File: src/rtl/tsec_pkg.sv
// ----------------------------------------------------------------------------
// Threshold sweep error counter package
// Widths, command codes, shared types and saturating helpers.
// ----------------------------------------------------------------------------
package tsec_pkg;

    // Default number of threshold steps; bins run 0..DISTR_SIZE
    localparam int unsigned DISTR_SIZE_DEF = 16;

    // Field widths
    localparam int unsigned SCORE_W  = 18;
    localparam int unsigned TIME_W   = 40;
    localparam int unsigned BIN_W    = 6;
    localparam int unsigned CNT_W    = 32;
    localparam int unsigned SUM_W    = 48;

    // Scaled score: score * DISTR_SIZE with DISTR_SIZE up to 63, plus sign
    localparam int unsigned SCALED_W = SCORE_W + 7;

    // Q16 one
    localparam int unsigned ONE_Q16  = 65536;

    // Command codes
    localparam logic CMD_ACCUM = 1'b0;
    localparam logic CMD_DUMP  = 1'b1;

    // One scored sample as it travels to the bin lanes
    typedef struct packed {
        logic                      is_genuine;
        logic signed [SCORE_W-1:0] score;
        logic [TIME_W-1:0]         sample_time;
    } t_sample;

    // Counters of one bin
    typedef struct packed {
        logic [CNT_W-1:0] positive_count;
        logic [CNT_W-1:0] false_accepts;
        logic [CNT_W-1:0] false_rejects;
        logic [SUM_W-1:0] wait_sum;
    } t_bin_stats;

    // Saturating increment of a count
    function automatic logic [CNT_W-1:0] sat_inc(input logic [CNT_W-1:0] v);
        return (v == {CNT_W{1'b1}}) ? v : v + CNT_W'(1);
    endfunction

    // Saturating add of an interval to a wait sum
    function automatic logic [SUM_W-1:0] sat_add_wait(input logic [SUM_W-1:0] sum,
                                                      input logic [TIME_W-1:0] dt);
        logic [SUM_W:0] s;
        s = {1'b0, sum} + (SUM_W+1)'(dt);
        return s[SUM_W] ? {SUM_W{1'b1}} : s[SUM_W-1:0];
    endfunction

endpackage

File: src/rtl/tsec_bin_lane.sv
// ----------------------------------------------------------------------------
// Threshold bin lane
// Decision and counters for one threshold BIN_IDX / DISTR_SIZE.
// ----------------------------------------------------------------------------
module tsec_bin_lane #(
    parameter int unsigned DISTR_SIZE = tsec_pkg::DISTR_SIZE_DEF,
    parameter int unsigned BIN_IDX    = 0
) (
    input  logic                 i_clk,
    input  logic                 i_rst_n,
    input  logic                 i_update,
    input  tsec_pkg::t_sample    i_sample,
    output tsec_pkg::t_bin_stats o_stats
);
    import tsec_pkg::*;

    localparam logic signed [SCALED_W-1:0] K_SCALE = SCALED_W'(DISTR_SIZE);
    localparam logic signed [SCALED_W-1:0] K_THR   = SCALED_W'(BIN_IDX * ONE_Q16);

    logic signed [SCALED_W-1:0] w_score_x;
    logic signed [SCALED_W-1:0] w_scaled;
    logic                       w_pos;
    logic [TIME_W-1:0]          w_dt;

    t_bin_stats        r_stats, n_stats;
    logic              r_last_valid, n_last_valid;
    logic [TIME_W-1:0] r_last_time;

    // score >= i/N done exactly as score*N >= i*65536
    assign w_score_x = SCALED_W'(i_sample.score);
    assign w_scaled  = w_score_x * K_SCALE;
    assign w_pos     = (w_scaled >= K_THR);

    // interval since previous positive, zero if time ran backwards
    assign w_dt = (i_sample.sample_time >= r_last_time) ?
                  i_sample.sample_time - r_last_time : '0;

    // counter updates
    always_comb begin
        n_stats      = r_stats;
        n_last_valid = r_last_valid;
        if (i_update) begin
            if (w_pos) begin
                if (r_last_valid) begin
                    n_stats.wait_sum = sat_add_wait(r_stats.wait_sum, w_dt);
                end
                n_last_valid           = 1'b1;
                n_stats.positive_count = sat_inc(r_stats.positive_count);
            end
            if (i_sample.is_genuine && !w_pos) begin
                n_stats.false_rejects = sat_inc(r_stats.false_rejects);
            end
            if (!i_sample.is_genuine && w_pos) begin
                n_stats.false_accepts = sat_inc(r_stats.false_accepts);
            end
        end
    end

    always_ff @(posedge i_clk) begin
        if (!i_rst_n) begin
            r_stats      <= '0;
            r_last_valid <= 1'b0;
        end else begin
            r_stats      <= n_stats;
            r_last_valid <= n_last_valid;
        end
    end

    // last positive time, guarded by r_last_valid
    always_ff @(posedge i_clk) begin
        if (i_update && w_pos) begin
            r_last_time <= i_sample.sample_time;
        end
    end

    assign o_stats = r_stats;

endmodule

File: config.mk
export PLATFORM = sky130hd
export DESIGN_NAME = tsec_bin_lane
export DESIGN_NICKNAME = d
export VERILOG_FILES = /design/src/rtl/tsec_pkg.sv /design/src/rtl/tsec_bin_lane.sv
export SDC_FILE = /design/constraint.sdc
export NUM_CORES = 1
export LEC_CHECK = 0
export ABC_CLOCK_PERIOD_IN_PS = 16200
export BUFFER_PORTS_ARGS = -buffer_cell sky130_fd_sc_hd__buf_2
export CORE_ASPECT_RATIO = 0.8
export CORE_UTILIZATION = 40
export DETAILED_ROUTE_END_ITERATION = 12
export SLEW_MARGIN = 25
export SYNTH_ARGS = -nofsm -noshare
export SYNTH_HDL_FRONTEND = slang
export SYNTH_SLANG_ARGS = --single-unit
File: constraint.sdc
create_clock -name i_clk -period 16.2 [get_ports i_clk]
set_input_delay 2.43 -clock i_clk [delete_from_list [all_inputs] [get_ports i_clk]]
set_output_delay 2.43 -clock i_clk [all_outputs]
set_load 0.005 [all_outputs]
==> key figures, run 1 <==
Synth
  – Combinational family with the most area after synthesis: simple AND/OR/NAND/NOR gates
  – Multiplexer share of the synthesized area: 0%
  – Area share of and/or/nand/nor cells after synthesis: a little over a fifth
  – Compound-cell area share of the yosys netlist: between 20 and 25%
  – Arithmetic-cell share of the synthesized area counting full adders, half adders and majority gates: about 9%
  – Share of the yosys chip area belonging to registers: 34.2%
  – Mean area per synthesized cell: ~8.1 um2
  – Total nets after synthesis: approximately 1.6k
  – Synth Instances: between 1k and 1.5k
  – Number of enable-type register cells in the synthesized netlist: 40
  – Number of synthesized register bits: around 190
  – Top flip-flop cell by instance count after synthesis: sky130_fd_sc_hd__dfxtp_1
  – Yosys warning total: 0
  – Post-Synth XOR/XNOR Area: approximately 11%
  – Fraction of registers with async set or reset after synthesis: 0%
  – Post-synth design cell area: approximately 12000 um2
  – Number of distinct library cell variants in the gate-level netlist after synthesis: 60

Worst setup path
  – Required arrival time at the worst endpoint: about 17 ns
  – Register-to-Register Path Depth: 24
  – Worst setup startpoint: i_sample[0]
  – Biggest fanout along the worst timing path: 40
  – Critical register-to-register path startpoint: r_last_time[0]
  – Kind of end point of the critical path: flop
  – Worst flop-to-flop path endpoint: o_stats[34]
  – R2R Setup Slk: just over 9 ns
  – Startpoint Class: primary input
  – Worst setup path end: o_stats[34]
  – Setup Crit Path Kind: in2reg
  – Crit path arrival time: 8.97 ns

Die
  – Ports: 206
  – Core Region: approximately 29000 um2
  – Effective utilization at floorplan: 40.8%
  – Floorplan die area: 30700 um2
  – Chip height: 157 um
  – Die boundary width: around 200 um
  – Cell row count: 56

Clock tree
  – Setup fix buffers added after clock tree synthesis: 0
  – Number of buffers inserted during clock tree synthesis: 17
  – Max clock buf depth: 2
  – CTS clk-pin slew, worst paths: about 0.080 ns
  – Post_cts resized: 0
  – Number of H-tree levels: 4
  – Number of buffers added to fix hold violations after cts: 0
  – Clock Latency Late Sink: approximately 0.46 ns
  – TritonCTS Sinks: about 190
  – Root Driver: sky130_fd_sc_hd__clkbuf_16
  – TritonCTS clock tree: built

Global route
  – Met2 Resource Use GR: between 30% and 40%
  – Global-route usage over all layers: 21.2%
  – Routing layer with the top usage in global route: met1
  – Wire length of the first global-routing pass: a little over 50 mm
  – Met1 track demand over resource in global routing: 32.2%
  – Initial antenna violation count: 0
  – Via count of the first global-routing pass: between 9k and 10k
  – Pin count of the biggest net entering global routing: 76
  – M3 GR Usage: ~3.2%
  – Overall overflow remaining after global route: 0

Routing
  – Number of DRC violations after detailed-routing iteration 0: 762
  – Total number of vias: 11.1k
  – Wire length after detailed routing: between 30 and 40 mm
  – Final ANT Viol Nets: 0
  – Post-DR vias/cell: ~5.5
  – Remaining DRCs: 0
  – Number of detailed-routing iterations run before antenna repair: 5
  – Routed wirelength normalized by instance count: between 15 and 20 um

Flow run
  – Number of violations of the max-capacitance limit: 0

STA
  – Final Setup Violations: 0
  – Worst Slack Setup Final: 7.54 ns
  – Worst-margin pin slew: 0.905 ns
  – Worst setup skew after layout: approximately 0.017 ns
  – Min cycle time layout: 8.66 ns
  – Final-layout setup total negative slack: 0 ns
  – Number of endpoints with negative hold slack in the final report: 0
  – Final number of max-transition violations: 0
  – Worst rel slew slack: a little under 40%
  – Period utilization: between 50 and 60%
  – Unrepaired setup endpoints after global routing: false
  – Highest clock rate: between 100 and 150 MHz

Worst hold path
  – Class of the most critical hold timing path: reg2reg
  – Worst Hold Launch: o_stats[49]

Power
  – Total power divided by cell area: 85.4 nW/um2
  – Maximum vdd drop: about 0.000072 V
  – Total leakage power: ~0.0060 uW

Cells and area
  – Fraction of final layout cells sized beyond drive strength 1: 15.2%
  – Net count of the finished layout: roughly 1.8k
  – Leading cell types in the layout, fill and taps excluded: 188 x sky130_fd_sc_hd__buf_2, 177 x sky130_fd_sc_hd__nor2_1, 145 x sky130_fd_sc_hd__dfxtp_1, 130 x sky130_fd_sc_hd__a21oi_1, 104 x sky130_fd_sc_hd__o21ai_0
  – Area growth syn-to-layout: 15.9%
  – Most common cell after layout, fill and taps aside: sky130_fd_sc_hd__buf_2
  – Count of antenna diodes in the layout: 0

Status
  – Status: complete, no violations

Placement
  – Detailed placer's ending HPWL: roughly 25 mm
  – RePlAce Congestion: around 0.9
  – Pre-CTS setup slack: between 7 and 8 ns
  – Number of input and output port buffers inserted: between 150 and 200
## Yosys cell counts (all sizes together) (2+ instances only)
cell type,n,area (um2)
nor2,177,664
dfxtp,145,2900
a21oi,131,659
o21ai,110,551
nand2,103,387
ha,83,1040
xor2,82,718
inv,76,285
xnor2,71,622
nand3,56,280
nand4,48,300
clkbuf,47,176
edfxtp,40,1200
a21o,37,278
a31oi,29,181
nor3,29,145
or3,25,156
o21bai,19,143
and3,15,93.8
and4,15,131
nor2b,15,93.8
o21a,13,97.6
and2,12,75.1
a211oi,8,70.1
nand2b,8,50.1
o211ai,8,60.1
buf,7,37.5
nor4,7,43.8
o31ai,6,45.0
or2,5,31.3
a211o,4,35.0
a221oi,4,35.0
nor3b,4,30.0
a2111oi,3,45.1
a21boi,3,22.5
a41oi,3,26.3
and3b,3,26.3
o221a,3,33.8
o41ai,3,26.3
a22oi,2,15.0
a31o,2,17.5
fa,2,40.0
o21ba,2,20.0
o22ai,2,18.8
## layer usage
layer | vias up | share of wire, %
li1 | 5593 | -
met5 | - | 0
met2 | 279 | 42
met1 | 5218 | 52
met3 | 22 | 4.9
met4 | 0 | 0.83
## registers in the layout (all words and copies together) (netlist names)
signal,flops
r_last_valid,1
r_last_time,40
o_stats,144
## power breakdown
part           internal [uW]  switching [uW]
clock network            242             223
registers                482            5.98
logic                   90.7             144
total                    814             372
## how the worst min path moves through the flow
| stage | end | cells after the start | slack (ns) |
|---|---|---|---|
| 4_1_cts | o_stats[75] | 2 | 0.50 |
| 2_1_floorplan | r_last_valid | 2 | 0.47 |
| 6_report | o_stats[49] | 2 | 0.49 |
| 3_5_place_dp | o_stats[75] | 2 | 0.49 |
| 3_3_place_gp | o_stats[49] | 2 | 0.47 |
| 5_1_grt | r_last_valid | 2 | 0.53 |
## metrics by stage
step	util [%]	power [uW]	instances	hold slack [ns]	cell area, um2
floorplan	-	673	1476	0.468	12000
finish	47.3	1190	2027	0.493	13900
global placement	45.1	728	1995	0.474	13200
CTS	47.3	1200	2027	0.501	13900
detailed placement	45.1	729	1995	0.487	13300
global route	47.3	1250	2027	0.530	13900
## area by class of cell
| cell class | count | area [um2] |
|---|---|---|
| fillers | 2936 | 15500 |
| multi-input cells | 1160 | 7390 |
| flip-flops and latches | 185 | 4100 |
| repair buffers | 196 | 1000 |
| well taps | 377 | 472 |
| clock buffers | 17 | 425 |
| inverters | 77 | 289 |
| clock inverters | 15 | 219 |
## critical path, cell delays in order
cell	delay, ns
sky130_fd_sc_hd__buf_2	0.11
sky130_fd_sc_hd__inv_1	0.05
sky130_fd_sc_hd__ha_1	0.17
sky130_fd_sc_hd__inv_1	0.06
sky130_fd_sc_hd__fa_1	0.43
sky130_fd_sc_hd__a211oi_2	0.26
sky130_fd_sc_hd__o211ai_1	0.21
sky130_fd_sc_hd__a2111oi_4	0.47
sky130_fd_sc_hd__o31ai_1	0.22
sky130_fd_sc_hd__a211o_1	0.40
sky130_fd_sc_hd__a21oi_2	0.29
sky130_fd_sc_hd__a21oi_1	0.13
sky130_fd_sc_hd__o22ai_2	0.13
sky130_fd_sc_hd__buf_4	0.39
sky130_fd_sc_hd__nor2_1	0.10
sky130_fd_sc_hd__ha_1	0.24
sky130_fd_sc_hd__fa_1	0.41
sky130_fd_sc_hd__a21o_1	0.23
sky130_fd_sc_hd__a221oi_1	0.51
sky130_fd_sc_hd__nor4_1	0.15
sky130_fd_sc_hd__nor3_1	0.44
sky130_fd_sc_hd__a21oi_1	0.26
sky130_fd_sc_hd__a21boi_0	0.37
sky130_fd_sc_hd__o21ai_0	0.20
sky130_fd_sc_hd__xnor2_1	0.20
sky130_fd_sc_hd__a21oi_1	0.08
## cell families (layout without fill, tap and decap cells)
family,after synthesis,after routing
buf+inv,131,305
xor+xnor,153,153
flops,185,185
fa+ha+maj,85,85
compound gates,397,397
simple gates,525,525
(Power assumes the default switching activity.)
==> inputs of run 2 (changes only) <==
--- a/config.mk
+++ b/config.mk
@@ -5,7 +5,7 @@
 export SDC_FILE = /design/constraint.sdc
 export NUM_CORES = 1
 export LEC_CHECK = 0
-export ABC_CLOCK_PERIOD_IN_PS = 16200
+export ABC_CLOCK_PERIOD_IN_PS = 6950
 export BUFFER_PORTS_ARGS = -buffer_cell sky130_fd_sc_hd__buf_2
 export CORE_ASPECT_RATIO = 0.8
 export CORE_UTILIZATION = 40
==> constraint.sdc (replaced) <==
create_clock -name i_clk -period 6.95 [get_ports i_clk]
set_input_delay 1.0425 -clock i_clk [delete_from_list [all_inputs] [get_ports i_clk]]
set_output_delay 1.0425 -clock i_clk [all_outputs]
set_load 0.005 [all_outputs]
==> run 2 against run 1 <==
Compared with the run above:
- clock skew grew 0.00073 ns
- global-route usage grew 0.088 points
- die area is the same
- worst setup slack lost 7.0 ns
- first-iteration DRC count shrank 10%
- register-to-register slack lost 8.4 ns
- critical path depth shrank 1
- via count grew 0.88%
- critical path type unchanged
- critical endpoint is now o_stats[11]
- largest cell class unchanged
==> key figures, run 2 (synthesis results as in run 1) <==
Status
  – Status: complete, no violations

STA
  – Worst rel slew slack: 42.4%
  – Period utilization: about nine tenths
  – Number of endpoints with negative hold slack in the final report: 0
  – Highest clock rate: around 160 MHz
  – Final Setup Violations: 0
  – Min cycle time layout: between 6 and 7 ns
  – Unrepaired setup endpoints after global routing: false
  – Final-layout setup total negative slack: 0 ns
  – Worst-margin pin slew: about 0.86 ns
  – Worst setup skew after layout: 0.0179 ns
  – Final number of max-transition violations: 0

Cells and area
  – Max FFs per register: approximately 140
  – Fraction of final layout cells sized beyond drive strength 1: between 15 and 20%
  – Area of all placed cells without fillers: about 14000 um2
  – Net count of the finished layout: 1819
  – Area growth syn-to-layout: 18.6%
  – Leading cell types in the layout, fill and taps excluded: 188 x sky130_fd_sc_hd__buf_2, 177 x sky130_fd_sc_hd__nor2_1, 145 x sky130_fd_sc_hd__dfxtp_1, 130 x sky130_fd_sc_hd__a21oi_1, 104 x sky130_fd_sc_hd__o21ai_0
  – Most common cell after layout, fill and taps aside: sky130_fd_sc_hd__buf_2
  – Count of antenna diodes in the layout: 0
  – Post-Layout Cell Count: just over 2k

Global route
  – Pin count of the biggest net entering global routing: 68
  – Met1 track demand over resource in global routing: 31.8%
  – Initial antenna violation count: 0
  – Routing layer with the top usage in global route: met1
  – Global-route usage over all layers: a little over a fifth
  – M3 GR Usage: between 3 and 4%
  – Via count of the first global-routing pass: roughly 10k
  – Met2 Resource Use GR: 31.1%
  – Overall overflow remaining after global route: 0
  – Wire length of the first global-routing pass: 52.6 mm

Worst setup path
  – Largest stage delay on the critical path: roughly 0.47 ns
  – Register-to-Register Path Depth: 23
  – Setup Crit Path Kind: in2reg
  – Kind of end point of the critical path: flop
  – Worst flop-to-flop path endpoint: o_stats[11]
  – Top Family by Delay on Critical Path: compound AO/OA/AOI/OAI gates
  – Crit path arrival time: 6.74 ns
  – Worst setup startpoint: i_sample[0]
  – Buffers and inverters on the worst path: 6
  – Critical Path Stages: 25
  – Required arrival time at the worst endpoint: ~7.3 ns
  – Startpoint Class: primary input
  – Critical register-to-register path startpoint: r_last_time[0]
  – Slowest cell on the critical path: sky130_fd_sc_hd__a2111oi_4
  – R2R Setup Slk: 1.00 ns
  – Biggest fanout along the worst timing path: 28
  – Worst setup path end: o_stats[11]
  – Cell mode on critical path: sky130_fd_sc_hd__buf_12

Power
  – Total power: around 2800 uW
  – Total leakage power: between 0.006 and 0.007 uW
  – Maximum vdd drop: between 0.00015 and 0.0002 V
  – Total power divided by cell area: 194 nW/um2

Die
  – Effective utilization at floorplan: slightly above 40%
  – Die boundary width: 196 um
  – Cell row count: 56
  – Chip height: between 150 and 200 um
  – Core Region: 29400 um2
  – Ports: just over 200
  – Floorplan die area: a little over 30000 um2

Clock tree
  – Number of buffers added to fix hold violations after cts: 0
  – TritonCTS Sinks: ~190
  – Clock Latency Late Sink: 0.45 ns
  – Root Driver: sky130_fd_sc_hd__clkbuf_16
  – Post_cts resized: 0
  – Max clock buf depth: 2
  – TritonCTS clock tree: built
  – Setup fix buffers added after clock tree synthesis: 0
  – CTS clk-pin slew, worst paths: about 0.08 ns
  – Number of buffers inserted during clock tree synthesis: 17
  – Number of H-tree levels: 4

Routing
  – Final ANT Viol Nets: 0
  – Number of detailed-routing iterations run before antenna repair: 5
  – Routed wirelength normalized by instance count: ~16 um
  – Post-DR vias/cell: 5.44
  – Remaining DRCs: 0
  – Number of DRC violations after detailed-routing iteration 0: roughly 680
  – Wire length after detailed routing: about 33 mm
  – Total number of vias: around 11k

Placement
  – Detailed placer's ending HPWL: about 25 mm
  – RePlAce Congestion: 0.939
  – Placement-stage cell area: roughly 14000 um2
  – Placed cell count: 2030
  – Number of input and output port buffers inserted: roughly 190

Worst hold path
  – Class of the most critical hold timing path: reg2reg

Flow run
  – Number of violations of the max-capacitance limit: 0
-- run 2: cell types whose count changed in the layout (fill, tap and decap cells not counted) --
cell                         change
sky130_fd_sc_hd__buf_4          +30
sky130_fd_sc_hd__clkinv_4        -2
sky130_fd_sc_hd__inv_6           +2
sky130_fd_sc_hd__inv_12          +2
sky130_fd_sc_hd__clkinv_8        +4
sky130_fd_sc_hd__inv_8           -5
sky130_fd_sc_hd__buf_12          +5
sky130_fd_sc_hd__nor3_1          -1
sky130_fd_sc_hd__nor3_2          +1
sky130_fd_sc_hd__clkinvlp_4      +1
sky130_fd_sc_hd__bufinv_16       -2
-- run 2: routing by layer --
metal	part of all wire [%]	up-vias
met4	1.5	0
met5	0	-
met2	41	287
met1	52	5241
met3	5.3	23
li1	-	5659
-- run 2: report_power, final --
| group | switching, uW | leakage (uW) | internal, uW |
|---|---|---|---|
| Combinational | 345 | 0.00430 | 238 |
| Clock | 537 | 0.000300 | 501 |
| Sequential | 14.3 | 0.00155 | 1120 |
-- run 2: cell type report --
type	count	area [um2]
clock buffers	17	425
clock inverters	15	208
fillers	2918	15100
inverters	77	289
multi-input cells	1160	7390
flip-flops and latches	185	4100
well taps	377	472
repair buffers	231	1330
-- run 2: worst reg2reg max path, delay by kind of cell, from the launching register on --
family / cells / cell delay [ns]
fa+ha+maj: 3 / 1.04
flops: 1 / 0.34
buf+inv: 4 / 0.62
simple gates: 4 / 0.73
compound gates: 12 / 3.16
-- run 2: how the worst min path moves through the flow --
| stage | from | endpoint | slack (ns) | cells past startpoint |
|---|---|---|---|---|
| finish | o_stats[49] | o_stats[49] | 0.50 | 2 |
| global route | o_stats[135] | o_stats[135] | 0.54 | 2 |
| CTS | o_stats[49] | o_stats[49] | 0.50 | 2 |
| detailed placement | o_stats[49] | o_stats[49] | 0.49 | 2 |
| global placement | o_stats[49] | o_stats[49] | 0.48 | 2 |
| floorplan | r_last_valid | r_last_valid | 0.47 | 2 |
-- run 2: through the flow --
step,worst slack (ns),util [%],hold WS [ns]
after floorplan,0.933,-,0.468
after global placement,0.226,46.2,0.475
after detailed placement,0.181,46.3,0.489
after CTS,0.632,48.4,0.502
after global routing,0.188,48.4,0.540
final,0.582,48.4,0.502
